**src/sust_pkg.sv**
```systemverilog
// Shared types and constants for the sorted unique set table.
// No dependencies; imported by the controller, the datapath and the top level.
package sust_pkg;

	localparam int KEY_W = 32;
	localparam int OCC_W = 5;

	typedef enum logic [1:0] {
		MODE_INSERT = 2'd0,
		MODE_REMOVE = 2'd1,
		MODE_SEARCH = 2'd2,
		MODE_CLEAR  = 2'd3
	} mode_t;

	typedef enum logic [1:0] {
		ST_DONE     = 2'd0,
		ST_DUP      = 2'd1,
		ST_NOTFOUND = 2'd2,
		ST_FULL     = 2'd3
	} status_t;

	typedef enum logic [2:0] {
		S_IDLE,
		S_SCAN,
		S_DECIDE,
		S_SHIFT,
		S_PUT,
		S_RESULT
	} state_t;

	// controller -> datapath
	typedef struct packed {
		logic    load;        // latch request, arm the scan
		logic    scan_step;
		logic    shift_start;
		logic    shift_step;
		logic    put;         // write key at its sorted position, count up
		logic    cnt_clear;
		logic    cnt_dec;
		logic    set_res;
		status_t res_status;
		logic    out_load;
	} dp_cmd_t;

	// datapath -> controller
	typedef struct packed {
		mode_t mode;
		logic  hit;        // compared entry is not below the key
		logic  scan_end;   // all entries below the key
		logic  found;
		logic  full;
		logic  shift_end;
		logic  out_free;
	} dp_stat_t;

endpackage

```
**src/sust_ram.sv**
```systemverilog
// Generic simple dual-port RAM: one write port, one read port, registered read.
// No dependencies.
module sust_ram #(
	parameter int WIDTH = 32,
	parameter int DEPTH = 16,
	localparam int AW = (DEPTH > 1) ? $clog2(DEPTH) : 1
) (
	input  logic             clk,
	input  logic             we,
	input  logic [AW-1:0]    waddr,
	input  logic [WIDTH-1:0] wdata,
	input  logic [AW-1:0]    raddr,
	output logic [WIDTH-1:0] rdata
);

	logic [WIDTH-1:0] mem [DEPTH];

	always_ff @(posedge clk) begin
		if (we) begin
			mem[waddr] <= wdata;
		end
		rdata <= mem[raddr];
	end

endmodule

```
**src/sust_ctrl.sv**
```systemverilog
// Sequencing state machine for the sorted set table.
// Depends on sust_pkg; drives the datapath through dp_cmd_t, watches dp_stat_t.
module sust_ctrl
	import sust_pkg::*;
(
	input  logic     clk,
	input  logic     arst_n,
	input  logic     in_valid,
	output logic     in_ready,
	input  dp_stat_t stat,
	output dp_cmd_t  cmd
);

	state_t state_q, state_d;

	always_ff @(posedge clk or negedge arst_n) begin
		if (!arst_n) begin
			state_q <= S_IDLE;
		end else begin
			state_q <= state_d;
		end
	end

	always_comb begin
		state_d  = state_q;
		cmd      = '0;
		in_ready = 1'b0;
		case (state_q)
			S_IDLE: begin
				in_ready = 1'b1;
				if (in_valid) begin
					cmd.load = 1'b1;
					state_d  = S_SCAN;
				end
			end
			S_SCAN: begin
				if (stat.mode == MODE_CLEAR) begin
					cmd.cnt_clear  = 1'b1;
					cmd.set_res    = 1'b1;
					cmd.res_status = ST_DONE;
					state_d        = S_RESULT;
				end else begin
					cmd.scan_step = 1'b1;
					if (stat.hit || stat.scan_end) begin
						state_d = S_DECIDE;
					end
				end
			end
			S_DECIDE: begin
				cmd.set_res = 1'b1;
				state_d     = S_RESULT;
				case (stat.mode)
					MODE_INSERT: begin
						if (stat.found) begin
							cmd.res_status = ST_DUP;
						end else if (stat.full) begin
							cmd.res_status = ST_FULL;
						end else begin
							cmd.res_status  = ST_DONE;
							cmd.shift_start = 1'b1;
							state_d         = S_SHIFT;
						end
					end
					MODE_REMOVE: begin
						if (!stat.found) begin
							cmd.res_status = ST_NOTFOUND;
						end else begin
							cmd.res_status  = ST_DONE;
							cmd.shift_start = 1'b1;
							state_d         = S_SHIFT;
						end
					end
					default: begin
						cmd.res_status = stat.found ? ST_DONE : ST_NOTFOUND;
					end
				endcase
			end
			S_SHIFT: begin
				cmd.shift_step = 1'b1;
				if (stat.shift_end) begin
					if (stat.mode == MODE_INSERT) begin
						state_d = S_PUT;
					end else begin
						cmd.cnt_dec = 1'b1;
						state_d     = S_RESULT;
					end
				end
			end
			S_PUT: begin
				cmd.put = 1'b1;
				state_d = S_RESULT;
			end
			S_RESULT: begin
				if (stat.out_free) begin
					cmd.out_load = 1'b1;
					state_d      = S_IDLE;
				end
			end
			default: begin
				state_d = S_IDLE;
			end
		endcase
	end

endmodule

```
**src/sust_dp.sv**
```systemverilog
// Datapath of the sorted set table: store, count, scan and shift pointers, result register.
// Depends on sust_pkg and sust_ram.
module sust_dp
	import sust_pkg::*;
#(
	parameter int CAPACITY = 16
) (
	input  logic             clk,
	input  logic             arst_n,
	input  dp_cmd_t          cmd,
	output dp_stat_t         stat,
	input  logic [1:0]       in_mode,
	input  logic [KEY_W-1:0] in_key,
	output logic             out_valid,
	input  logic             out_ready,
	output logic [7:0]       out_data
);

	localparam int AW = (CAPACITY > 1) ? $clog2(CAPACITY) : 1;
	localparam int CW = $clog2(CAPACITY + 1);

	mode_t            mode_q;
	logic [KEY_W-1:0] key_q;
	logic [CW-1:0]    cnt_q;
	logic [CW-1:0]    idx_q;
	logic [CW-1:0]    rem_q;
	logic [CW-1:0]    pos_q;
	logic [CW-1:0]    wdst_q;
	logic             chk_q;
	logic             wpend_q;
	logic             found_q;
	status_t          res_q;
	logic             out_valid_q;
	logic [7:0]       out_data_q;

	logic             we;
	logic [AW-1:0]    waddr;
	logic [KEY_W-1:0] wdata;
	logic [KEY_W-1:0] rdata;
	logic             issue;
	logic             hit;
	logic             scan_end;
	logic             sh_issue;
	logic             up;
	logic [CW+4:0]    occ_ext;

	sust_ram #(
		.WIDTH(KEY_W),
		.DEPTH(CAPACITY)
	) u_ram (
		.clk  (clk),
		.we   (we),
		.waddr(waddr),
		.wdata(wdata),
		.raddr(idx_q[AW-1:0]),
		.rdata(rdata)
	);

	// scan: one read issued per cycle, the previous read compared
	assign issue    = idx_q < cnt_q;
	assign hit      = chk_q && ($signed(rdata) >= $signed(key_q));
	assign scan_end = !hit && !issue;

	// shift: insert moves entries up from the top, remove moves them down
	assign up       = (mode_q == MODE_INSERT);
	assign sh_issue = (rem_q != '0);

	assign we    = cmd.put || (cmd.shift_step && wpend_q);
	assign waddr = cmd.put ? pos_q[AW-1:0] : wdst_q[AW-1:0];
	assign wdata = cmd.put ? key_q : rdata;

	always_ff @(posedge clk or negedge arst_n) begin
		if (!arst_n) begin
			cnt_q       <= '0;
			chk_q       <= 1'b0;
			wpend_q     <= 1'b0;
			out_valid_q <= 1'b0;
		end else begin
			if (cmd.load) begin
				chk_q <= 1'b0;
			end else if (cmd.scan_step && !hit && !scan_end) begin
				chk_q <= issue;
			end

			if (cmd.shift_start) begin
				wpend_q <= 1'b0;
			end else if (cmd.shift_step) begin
				wpend_q <= sh_issue;
			end

			if (cmd.cnt_clear) begin
				cnt_q <= '0;
			end else if (cmd.cnt_dec) begin
				cnt_q <= cnt_q - CW'(1);
			end else if (cmd.put) begin
				cnt_q <= cnt_q + CW'(1);
			end

			if (cmd.out_load) begin
				out_valid_q <= 1'b1;
			end else if (out_ready) begin
				out_valid_q <= 1'b0;
			end
		end
	end

	always_ff @(posedge clk) begin
		if (cmd.load) begin
			mode_q <= mode_t'(in_mode);
			key_q  <= in_key;
			idx_q  <= '0;
		end else if (cmd.scan_step) begin
			if (hit) begin
				pos_q   <= idx_q - CW'(1);
				found_q <= (rdata == key_q);
			end else if (scan_end) begin
				pos_q   <= cnt_q;
				found_q <= 1'b0;
			end else if (issue) begin
				idx_q <= idx_q + CW'(1);
			end
		end else if (cmd.shift_start) begin
			if (up) begin
				idx_q <= cnt_q - CW'(1);
				rem_q <= cnt_q - pos_q;
			end else begin
				idx_q <= pos_q + CW'(1);
				rem_q <= cnt_q - pos_q - CW'(1);
			end
		end else if (cmd.shift_step && sh_issue) begin
			idx_q  <= up ? idx_q - CW'(1) : idx_q + CW'(1);
			wdst_q <= up ? idx_q + CW'(1) : idx_q - CW'(1);
			rem_q  <= rem_q - CW'(1);
		end

		if (cmd.set_res) begin
			res_q <= cmd.res_status;
		end

		if (cmd.out_load) begin
			out_data_q <= {occ_ext[OCC_W-1:0], (mode_q != MODE_CLEAR) && found_q, res_q};
		end
	end

	// occupancy carries the low five bits of the count
	assign occ_ext = {5'd0, cnt_q};

	assign stat.mode      = mode_q;
	assign stat.hit       = hit;
	assign stat.scan_end  = scan_end;
	assign stat.found     = found_q;
	assign stat.full      = (cnt_q == CW'(CAPACITY));
	assign stat.shift_end = !sh_issue && !wpend_q;
	assign stat.out_free  = !out_valid_q || out_ready;

	assign out_valid = out_valid_q;
	assign out_data  = out_data_q;

endmodule

```
**src/sorted_unique_set_table.sv**
```systemverilog
// Sorted unique set table: ascending store of distinct signed 32-bit keys.
// Search, insert and remove make a linear scan; an insert or remove that changes the set then
// does a one-entry-per-cycle shift through the single RAM write port.
// Throughput: one request at a time; next request taken as soon as the result is registered.
// Reset (arst_n low, asynchronous): set empty, no result pending; store contents left as is.
module sorted_unique_set_table
	import sust_pkg::*;
#(
	parameter int CAPACITY = 16
) (
	input  logic        clk,
	input  logic        arst_n,
	// request stream
	input  logic        s_axis_tvalid,
	output logic        s_axis_tready,
	input  logic [31:0] s_axis_tdata,  // [31:0] key (signed)
	input  logic [1:0]  s_axis_tuser,  // [1:0] mode: insert, remove, search, clear
	// result stream
	output logic        m_axis_tvalid,
	input  logic        m_axis_tready,
	output logic [7:0]  m_axis_tdata   // [1:0] status, [2] found, [7:3] occupancy
);

	dp_cmd_t  cmd;
	dp_stat_t stat;

	// Controller walks: accept -> scan -> decide -> shift -> put -> result; others skip some.
	sust_ctrl u_ctrl (
		.clk     (clk),
		.arst_n  (arst_n),
		.in_valid(s_axis_tvalid),
		.in_ready(s_axis_tready),
		.stat    (stat),
		.cmd     (cmd)
	);

	// Datapath holds the sorted RAM, entry count and the output item register,
	// so a finished result can wait on the master side while a new item is taken.
	sust_dp #(
		.CAPACITY(CAPACITY)
	) u_dp (
		.clk      (clk),
		.arst_n   (arst_n),
		.cmd      (cmd),
		.stat     (stat),
		.in_mode  (s_axis_tuser),
		.in_key   (s_axis_tdata),
		.out_valid(m_axis_tvalid),
		.out_ready(m_axis_tready),
		.out_data (m_axis_tdata)
	);

endmodule

```
**config.mk**
```make
export PLATFORM = sky130hd
export DESIGN_NAME = sorted_unique_set_table
export DESIGN_NICKNAME = d
export VERILOG_FILES = /design/src/sust_pkg.sv /design/src/sust_ram.sv /design/src/sust_ctrl.sv /design/src/sust_dp.sv /design/src/sorted_unique_set_table.sv
export SDC_FILE = /design/constraint.sdc
export NUM_CORES = 1
export LEC_CHECK = 0
export ABC_AREA = 1
export CAP_MARGIN = 15
export CORE_MARGIN = 10
export CORE_UTILIZATION = 48
export DETAILED_ROUTE_END_ITERATION = 10
export DONT_BUFFER_PORTS = 1
export PLACE_DENSITY = 0.7
export SLEW_MARGIN = 10
export SYNTH_ARGS = -nofsm -noshare
export SYNTH_HDL_FRONTEND = slang
export SYNTH_SLANG_ARGS = --single-unit
```
**constraint.sdc**
```tcl
create_clock -name clk -period 7.8 [get_ports clk]
set_input_delay 0.78 -clock clk [delete_from_list [all_inputs] [get_ports clk]]
set_output_delay 0.78 -clock clk [all_outputs]
set_load 0.1 [all_outputs]
```
==> results.md, run 1 <==
- Area delta synth->final: 11.50%
- Post-route antenna net violation count: 0
- Max_cap viols: 0
- Yosys top cell area share: 0.6762
- CP Class: flop to flop
- Die area: 0.06242 mm^2
- Final setup viols: 0
- Library cells used by synthesis: 46
- Iter 0 DRT Violations: 1588
- Total number of vias: 16.02k
- H-tree depth reported by CTS: 2
- First-pass GRT wire length: 90.26 mm
- Top-count cell post-synth: edfxtp_1
- Core Footprint: 0.05245 mm^2
- Max-slew violation count: 0
- Worst setup path endpoint: u_dp.u_ram.mem[2][30]$_DFFE_PP_
- Final Hold Violating Endpoints: 0
- Normalized max-slew margin: 0.2180
- Die extent in x: 249.8 um
- Share of cells above drive strength 1: 0.09685
- DP Area: 0.02617 mm^2
- Initial antenna violation count: 0
- Total CTS buffers: 60
- Num ports: 48
- Worst Path Required: 8.02 ns
- Post-CTS sizing: 0
- List of most frequent post-synthesis cells: edfxtp_1, o21ai_0, nor2_1, nand2_1, inv_1
- Slowest cell on the critical path: nor2_4
- Initial Util: 0.4835
- FFs w/ async S/R, synth: 0.01777
- Reg2reg setup slack: 3.85 ns
- FF+latch count, synth: 619
- # DRC: 0
- Peak Freq: 253.2 MHz
- Final core occ: 0.5391
- Sequential element share of the synthesized area: 0.7163
- Syn Nets: 2108
- Top FF cell, synth: edfxtp_1
- Layout net count: 2101
- RSZ-0062 raised after global routing: false
- CTS tree: done
- Clock Tree Root: clkbuf_16
- GPL Wtd Cong: 0.8564
- Largest net degree at the start of global routing: 153
- Worst-Skew Late Latency: 0.64 ns
- Vias in the first global route: 15.82k
- Setup TNS Final: 0 ns
- Status: finished, final reports clean
- Worst flop-to-flop path endpoint: u_dp.u_ram.mem[2][30]$_DFFE_PP_
- Core Rows: 84
- Cells after Synth: 2021
- Clock transition at path regs: 0.06 ns
- Drt first pass iters: 5
- Design Area, Final: 0.02827 mm^2
- I/O Buffers: 0
- Die Y: 249.8 um
- DR vias/cell: 5.818
- LEAKAGE: 9.744 nW
- Crit path top cell by count: nor2_4
- EDFF count, synth: 571
- Crit path capture type: flop
- CTS sink cnt: 619
- Reg2reg start: u_ctrl.state_q[0]$_DFFE_PN0P_
- Grt ovf: 0
- Area contributors post-synth: edfxtp_1, o21ai_0, nor2_1
- Synthesized area: 0.02536 mm^2
- Ys Warns: 0
- Worst-Margin Slew: 1.165 ns
- Worst setup SP type: flop
- Routed Wire Length: 58.90 mm
- Syn_area_per_cell: 12.55 um^2
- Power density over the cells: 407.4 mW/mm^2
- Worst Path Arrival: 4.16 ns
- Critical path peak fanout: 36
- Clk_skew: 0.04226 ns
- Dpl hpwl: 32.27 mm
- Worst-case clock buffer depth: 3
- Maximum vdd drop: 0.3585 mV
- Cells along the critical path: nor2_1, inv_1, nor2_4, inv_2, buf_4, o21ai_0, nand3_1, nor2_4
- GRT Util Overall: 0.1819
- Yosys top cell by area: edfxtp_1
- Fillers: 4151
- Slowest stage delay, CP: 0.97 ns
- Final period utilization: 0.5063
- Number of diodes: 0
- Worst Reg2Reg Path Length in Cells: 8
- Final worst path period need: 3.949 ns
- Worst hold path type: primary input to flop
- Critical Path Start: u_ctrl.state_q[0]$_DFFE_PN0P_
- Routed wire length per instance: 21.39 um
-- repair_timing --
item / 4_1_cts / 5_1_grt
hold buffers: 1 / 0
setup buffers: 0 / 0
endpoints found under the hold margin: 11 / 0
-- critical path, delay by kind of cell (launching register included) --
family | cells | cell delay, ns
AOI/OAI and AO/OA | 1 | 0.43
and+or+nand+nor | 4 | 1.84
buffers and inverters | 3 | 0.82
DFF | 1 | 0.42
-- area by class of cell --
type	count	area, um^2	share of cell area
Inverter	101	385.4	0.01363
Clock buffer	91	1739	0.06151
Multi-Input combinational cell	1188	6495	0.2297
Clock inverter	22	239.0	0.008452
Timing Repair Buffer	44	382.9	0.01354
Sequential cell	619	18170	0.6427
Tap cell	688	860.8	0.03045
-- cells by family after synthesis --
| logic type | after synthesis | synth area share |
|---|---|---|
| AO/OA/AOI/OAI | 502 | 0.1147 |
| XOR/XNOR | 25 | 0.008635 |
| adder cells (fa/ha/maj) | 49 | 0.02447 |
| buffers and inverters | 214 | 0.03316 |
| flip-flops | 619 | 0.7163 |
| AND/OR/NAND/NOR | 612 | 0.1028 |
-- placed cells by master, fill, tap and decap left out, types with 3 or more instances in the layout --
| cell | n |
|---|---|
| inv_2 | 9 |
| nor3_1 | 6 |
| nand2_4 | 4 |
| clkinvlp_4 | 3 |
| nand3_4 | 4 |
| clkinv_4 | 3 |
| xnor2_1 | 8 |
| ha_1 | 48 |
| nand2_2 | 3 |
| bufinv_16 | 4 |
| clkbuf_1 | 20 |
| buf_12 | 4 |
| or2_2 | 4 |
| nand3_1 | 73 |
| clkbuf_8 | 10 |
| o21ai_0 | 297 |
| o22ai_1 | 82 |
| inv_1 | 90 |
| buf_4 | 39 |
| nor2_2 | 5 |
| edfxtp_1 | 571 |
| dfxtp_1 | 34 |
| o21ai_2 | 5 |
| clkinv_1 | 4 |
| nand2_1 | 193 |
| clkbuf_16 | 61 |
| a21oi_1 | 21 |
| o211ai_1 | 16 |
| nor2_1 | 286 |
| nor2_4 | 19 |
| xor2_1 | 17 |
| dfrtp_1 | 11 |
| o21ai_1 | 18 |
| o221ai_1 | 52 |
| nand4_1 | 7 |
| clkinv_2 | 8 |
-- power breakdown --
group	internal, mW	switching (mW)
combinational	1.09	2.64
clock	1.67	1.23
sequential	4.52	0.368
total	7.28	4.24
-- registers in the layout (all words and copies together), names as in the netlist --
signal / flops
u_dp.u_ram.mem: 512
u_dp.key_q: 32
u_dp.u_ram.rdata: 32
u_dp.out_data: 8
u_dp.cnt_q: 5
u_dp.idx_q: 5
u_dp.pos_q: 5
u_dp.rem_q: 5
u_dp.wdst_q: 4
u_ctrl.state_q: 3
u_dp.mode_q: 2
u_dp.res_q: 2
u_dp.chk_q: 1
u_dp.found_q: 1
u_dp.out_valid: 1
u_dp.wpend_q: 1
-- metal layers --
metal / GRT usage / vias up / wire length [um]
met1: 0.2325 / 7965 / 24280
met2: 0.3086 / 579 / 29240
met5: 0 / - / 0
met3: 0.02901 / 111 / 3759
met4: 0.06407 / 0 / 1619
li1: - / 7361 / -
-- stage by stage --
step           hold WS [ns]  std cells  total power [mW]  setup WS, ns
6_report             0.2375       2753             11.52         3.851
4_1_cts              0.2023       2746             11.52         3.761
2_1_floorplan        0.4003       2021             7.390         4.323
3_3_place_gp         0.4096       2632             8.468         4.080
3_5_place_dp         0.4052       2632             8.614         3.842
5_1_grt              0.2074       2753             12.15         3.672
-- worst min-delay path by stage --
stage                                  startpoint                    endpoint  slack [ns]  cells past startpoint
after CTS                         s_axis_tuser[0]    u_dp.mode_q[0]$_DFFE_PP_        0.20                      0
after global placement    u_dp.res_q[1]$_DFFE_PP_  u_dp.out_data[1]$_DFFE_PP_        0.41                      0
final                             s_axis_tuser[0]    u_dp.mode_q[0]$_DFFE_PP_        0.24                      0
after floorplan           u_dp.res_q[0]$_DFFE_PP_  u_dp.out_data[0]$_DFFE_PP_        0.40                      0
after detailed placement  u_dp.res_q[1]$_DFFE_PP_  u_dp.out_data[1]$_DFFE_PP_        0.41                      0
after global routing              s_axis_tuser[0]    u_dp.mode_q[0]$_DFFE_PP_        0.21                      0
No activity file was read; power rests on OpenSTA's default activity.
==> run 2: changes to the inputs <==
PLACE_DENSITY = 0.72   (was 0.7)
clock period = 3.4 ns   (was 7.8 ns; I/O delays follow)
==> results.md, run 2 (same netlist as run 1, synthesis figures left out) <==
- Status: finished, final reports clean
- Normalized max-slew margin: 0.2210
- Num ports: 48
- Final setup viols: 0
- Clock Tree Root: clkbuf_16
- Die area: 0.06242 mm^2
- Fillers: 4055
- Post-CTS sizing: 0
- DR vias/cell: 5.767
- Crit path capture type: flop
- Area delta synth->final: 14.67%
- Initial antenna violation count: 0
- Worst-Skew Late Latency: 0.64 ns
- Worst-Margin Slew: 1.161 ns
- Total CTS buffers: 61
- Die extent in x: 249.8 um
- Die Y: 249.8 um
- Drt first pass iters: 6
- Critical path depth: 10
- Grt ovf: 0
- Slowest cell on the critical path: nand4_1
- Flop pwr share: 0.404
- GPL Wtd Cong: 0.8449
- Top reg by flops: u_dp.u_ram.mem
- Tot Pwr: 27.01 mW
- Storage element area: 0.01817 mm^2
- Most frequent cells in the layout: edfxtp_1, o21ai_0, nor2_1, nand2_1, inv_1
- Share of power burned in the clock network: 0.254
- Post-route antenna net violation count: 0
- Sw frac: 0.3672
- Top Family by Delay on Critical Path: simple AND/OR/NAND/NOR gates
- Vias in the first global route: 16.03k
- Iter 0 DRT Violations: 1833
- First-pass GRT wire length: 90.66 mm
- Power density over the cells: 928.9 mW/mm^2
- Final Hold Violating Endpoints: 0
- Worst-case clock buffer depth: 3
- Combinational share of power: 0.342
- Most common cell after layout, fill and taps aside: edfxtp_1
- CP bufs+invs: 1
- CTS sink cnt: 619
- Worst Reg2Reg Path Length in Cells: 10
- I/O Buffers: 0
- Clk_skew: 0.03418 ns
- Largest net degree at the start of global routing: 168
- Multi-input gate area: 0.006484 mm^2
- Peak Freq: 316.0 MHz
- Largest regs: u_dp.u_ram.mem: 512 flops, u_dp.key_q: 32 flops, u_dp.u_ram.rdata: 32 flops
- Share of cells above drive strength 1: 0.1106
- Worst Path Required: 3.72 ns
- Critical path peak fanout: 6
- Routed Wire Length: 58.75 mm
- Number of diodes: 0
- Pint: 17.09 mW
- Slowest stage delay, CP: 0.56 ns
- Core Footprint: 0.05245 mm^2
- Worst hold path type: primary input to asynchronous set/reset pin
- Layout net count: 2167
- Post-CTS setup buffers: 0
- Initial Util: 0.4835
- Setup TNS Final: 0 ns
- Maximum vdd drop: 0.5968 mV
- Final period utilization: 0.9308
- Final core occ: 0.5544
- Post-CTS Hold Buffers: 37
- GRT Util Overall: 0.1825
- Worst Path Arrival: 3.49 ns
- RSZ-0062 raised after global routing: false
- Final worst path period need: 3.165 ns
- Clock transition at path regs: 0.07 ns
- Total number of vias: 16.27k
- Dpl hpwl: 33.46 mm
- H-tree depth reported by CTS: 2
- CTS tree: done
- Max-slew violation count: 0
- Sw Pwr: 9.919 mW
- Max reg flops: 512
- Max_cap viols: 0
- # DRC: 0
- Cells along the critical path: inv_1, ha_1, nand2_1, nor2_2, nand2_2, nor4_4, nand4_1, nand3_4, nand3_4, nand2_1
- LEAKAGE: 10.13 nW
- Routed wire length per instance: 20.82 um
- Worst setup SP type: flop
- CP Class: flop to flop
- Core Rows: 84
run 2: path summary, 6_finish.rpt:
check                                                end  slack, ns                startpoint
min reg2reg                   u_dp.out_data[0]$_DFFE_PP_       0.42   u_dp.res_q[0]$_DFFE_PP_
max reg2reg                      u_dp.pos_q[0]$_DFFE_PP_       0.24  u_dp.key_q[31]$_DFFE_PP_
min                            u_dp.cnt_q[0]$_DFFE_PN0P_       0.13                    arst_n
min in group clk           u_ctrl.state_q[0]$_DFFE_PN0P_       0.16             s_axis_tvalid
max                              u_dp.pos_q[0]$_DFFE_PP_       0.24  u_dp.key_q[31]$_DFFE_PP_
max in group asynchronous      u_dp.cnt_q[2]$_DFFE_PN0P_       2.89                    arst_n
run 2: metal layers:
metal	vias to the layer above	wire [um]	GRT usage
met5	-	0	0
li1	7495	-	-
met4	0	1961	0.07325
met3	119	4333	0.02891
met1	7948	23780	0.2339
met2	706	28670	0.3051
run 2: metrics by stage:
stage	hold slack, ns	instances	cell area (um^2)	setup slack, ns
floorplan	0.04441	2021	25360	0.2650
global placement	0.04508	2668	26630	0.2944
detailed placement	0.04505	2668	26630	0.2452
CTS	0.1264	2821	29080	0.2232
global route	0.1515	2821	29080	0.1856
finish	0.1300	2821	29080	0.2353
run 2: power by group through the flow:
stage | sequential, mW | combinational [mW] | clock, mW
CTS | 10.9 | 9.18 | 6.93
global placement | 11.0 | 8.72 | 0
global route | 11.0 | 10.2 | 7.22
finish | 10.9 | 9.24 | 6.85
floorplan | 10.9 | 6.02 | 0
detailed placement | 11.1 | 9.07 | 0
run 2: layout make-up:
class	instances	share of cell area
clock buffers	86	0.05990
clock inverters	30	0.01157
inverters	101	0.01325
multi-input cells	1188	0.2230
flip-flops and latches	619	0.6249
well taps	688	0.02960
repair buffers	109	0.03778
==> run 3: changes to the inputs <==
ABC_AREA = unset   (was 1)
==> results.md, run 3 <==
- CP Class: flop to flop
- Setup TNS Final: 0 ns
- Top reg by flops: u_dp.u_ram.mem
- Setup slack at placement: 0.3390 ns
- Initial Util: 0.4840
- Yosys top cell area share: 0.6906
- Yosys top cell by area: edfxtp_1
- Most frequent cells in the layout: edfxtp_1, mux4_2, nand2_1, clkbuf_16, buf_4
- Max-slew violation count: 0
- Die Y: 247.4 um
- Grt ovf: 0
- Cells after Synth: 1299
- Syn_area_per_cell: 19.11 um^2
- Worst hold path type: primary input to asynchronous set/reset pin
- Normalized max-slew margin: 0.2617
- Worst Path Arrival: 3.56 ns
- Vias in the first global route: 12.82k
- Power density over the cells: 895.6 mW/mm^2
- Core Footprint: 0.05130 mm^2
- Reg2reg setup slack: 0.34 ns
- Top FF cell, synth: edfxtp_1
- EDFF count, synth: 571
- FF+latch count, synth: 619
- Final Hold Violating Endpoints: 0
- Crit path capture type: flop
- Die extent in x: 247.4 um
- Status: finished, final reports clean
- Worst Reg2Reg Path Length in Cells: 9
- LEAKAGE: 9.522 nW
- Library cells used by synthesis: 60
- Iter 0 DRT Violations: 1297
- Largest net degree at the start of global routing: 133
- Ys Warns: 0
- Worst flop-to-flop path endpoint: u_dp.idx_q[0]$_SDFFE_PP0P_
- Worst setup SP type: flop
- H-tree depth reported by CTS: 2
- Final worst path period need: 3.056 ns
- Area contributors post-synth: edfxtp_1, mux4_2, dfxtp_1
- Worst-Margin Slew: 1.102 ns
- GRT Util Overall: 0.1806
- Routed Wire Length: 54.42 mm
- Final worst slack: 0.3435 ns
- Worst Path Required: 3.90 ns
- RSZ-0062 raised after global routing: false
- CTS tree: done
- # DRC: 0
- Synthesized area: 0.02483 mm^2
- Clock Tree Root: clkbuf_16
- GPL Wtd Cong: 0.8178
- Post-CTS sizing: 0
- Area delta synth->final: 15.52%
- Total number of vias: 12.64k
- Initial antenna violation count: 1
- Die area: 0.06122 mm^2
- Final period utilization: 0.8990
- Top-count cell post-synth: edfxtp_1
- First-pass GRT wire length: 81.96 mm
- Final setup viols: 0
- Routed wire length per instance: 25.40 um
- Total CTS buffers: 60
- Reg2reg start: u_dp.key_q[27]$_DFFE_PP_
- Drt first pass iters: 5
- Placed cells: 1992
- List of most frequent post-synthesis cells: edfxtp_1, mux4_2, nand2_1, inv_1, ha_1
- FFs w/ async S/R, synth: 0.01777
- Post-route antenna net violation count: 0
- Core Rows: 83
- Dpl hpwl: 29.43 mm
- Num ports: 48
- Max reg flops: 512
- I/O Buffers: 0
- Critical Path Start: u_dp.key_q[27]$_DFFE_PP_
- Layout net count: 1498
- Sequential element share of the synthesized area: 0.7315
- Clk_skew: 0.02244 ns
- Share of cells above drive strength 1: 0.2416
- Worst-Skew Late Latency: 0.62 ns
- DR vias/cell: 5.901
- Post-Layout Cell Count: 2142
- Largest regs: u_dp.u_ram.mem: 512 flops, u_dp.key_q: 32 flops, u_dp.u_ram.rdata: 32 flops
- Clock transition at path regs: 0.06 ns
- Maximum vdd drop: 0.6808 mV
- Max_cap viols: 0
- Worst-case clock buffer depth: 3
- Syn Nets: 1386
- Critical path peak fanout: 8
- Peak Freq: 327.2 MHz
- Most common cell after layout, fill and taps aside: edfxtp_1
- CTS sink cnt: 619
run 3: timing repair:
item | 4_1_cts | 5_1_grt
endpoints found under the hold margin | 48 | 0
buffers inserted | 0 | 0
hold buffers | 37 | 0
run 3: cell type report:
class                           instances  area, um^2
Tap cell                              680       850.8
Sequential cell                       619       18170
Fill cell                            3787       22620
Clock buffer                           90        1694
Antenna cell                            1       2.502
Multi-Input combinational cell        565        6367
Timing Repair Buffer                  111        1109
Clock inverter                         22       279.0
Inverter                               54       202.7
run 3: kinds of logic after synthesis:
kind of cell             count (synthesis)  share of synthesized area
AO/OA/AOI/OAI                          135                    0.03336
adder cells (fa/ha/maj)                 49                    0.02500
XOR/XNOR                                25                   0.008819
buffers and inverters                  115                    0.01744
AND/OR/NAND/NOR                        193                    0.03699
multiplexers                           163                     0.1469
flip-flops                             619                     0.7315
run 3: per-stage QoR:
step / hold WS, ns / utilization / power, mW / cell area, um^2
3_5_place_dp: 0.04506 / 0.5133 / 19.23 / 26330
5_1_grt: 0.2005 / 0.5590 / 26.95 / 28680
6_report: 0.1659 / 0.5590 / 25.69 / 28680
3_3_place_gp: 0.04504 / 0.5128 / 18.93 / 26310
4_1_cts: 0.1752 / 0.5590 / 25.88 / 28680
2_1_floorplan: 0.04441 / - / 16.69 / 24840
run 3: where the power goes:
part | leakage (nW) | internal [mW] | switching (mW) | total (mW)
logic | 2.95 | 3.45 | 4.50 | 7.95
clock network | 0.959 | 3.83 | 2.75 | 6.58
registers | 5.61 | 10.5 | 0.694 | 11.2
total | 9.52 | 17.7 | 7.95 | 25.7
run 3: critical path: stages, from the launching register on:
cell and delay (ns):
edfxtp_1 0.33, inv_1 0.06, ha_1 0.31, nand4_1 0.23
nor4_1 0.66, nor3b_1 0.52, a2111oi_4 0.12, nor2_2 0.32
nor3_1 0.10, a2111oi_2 0.28
run 3: worst max path at each step:
stage                                           end  slack, ns  cells past startpoint
floorplan           u_dp.u_ram.mem[12][0]$_DFFE_PP_       0.11                      7
global placement            u_dp.pos_q[1]$_DFFE_PP_       0.41                      9
detailed placement          u_dp.pos_q[3]$_DFFE_PP_       0.34                      9
CTS                      u_dp.idx_q[0]$_SDFFE_PP0P_       0.32                      9
global route             u_dp.idx_q[0]$_SDFFE_PP0P_       0.11                     10
finish                   u_dp.idx_q[0]$_SDFFE_PP0P_       0.34                      9
run 3: layer usage:
metal  wire, um  vias to the layer above  part of all wire  track usage
met4       1485                        0             0.027      0.05756
met1      22350                     6595              0.41       0.2457
met5          0                        -                 0            0
met2      26610                      503              0.49       0.2916
li1           -                     5451                 -            -
met3       3964                       92             0.073      0.03472
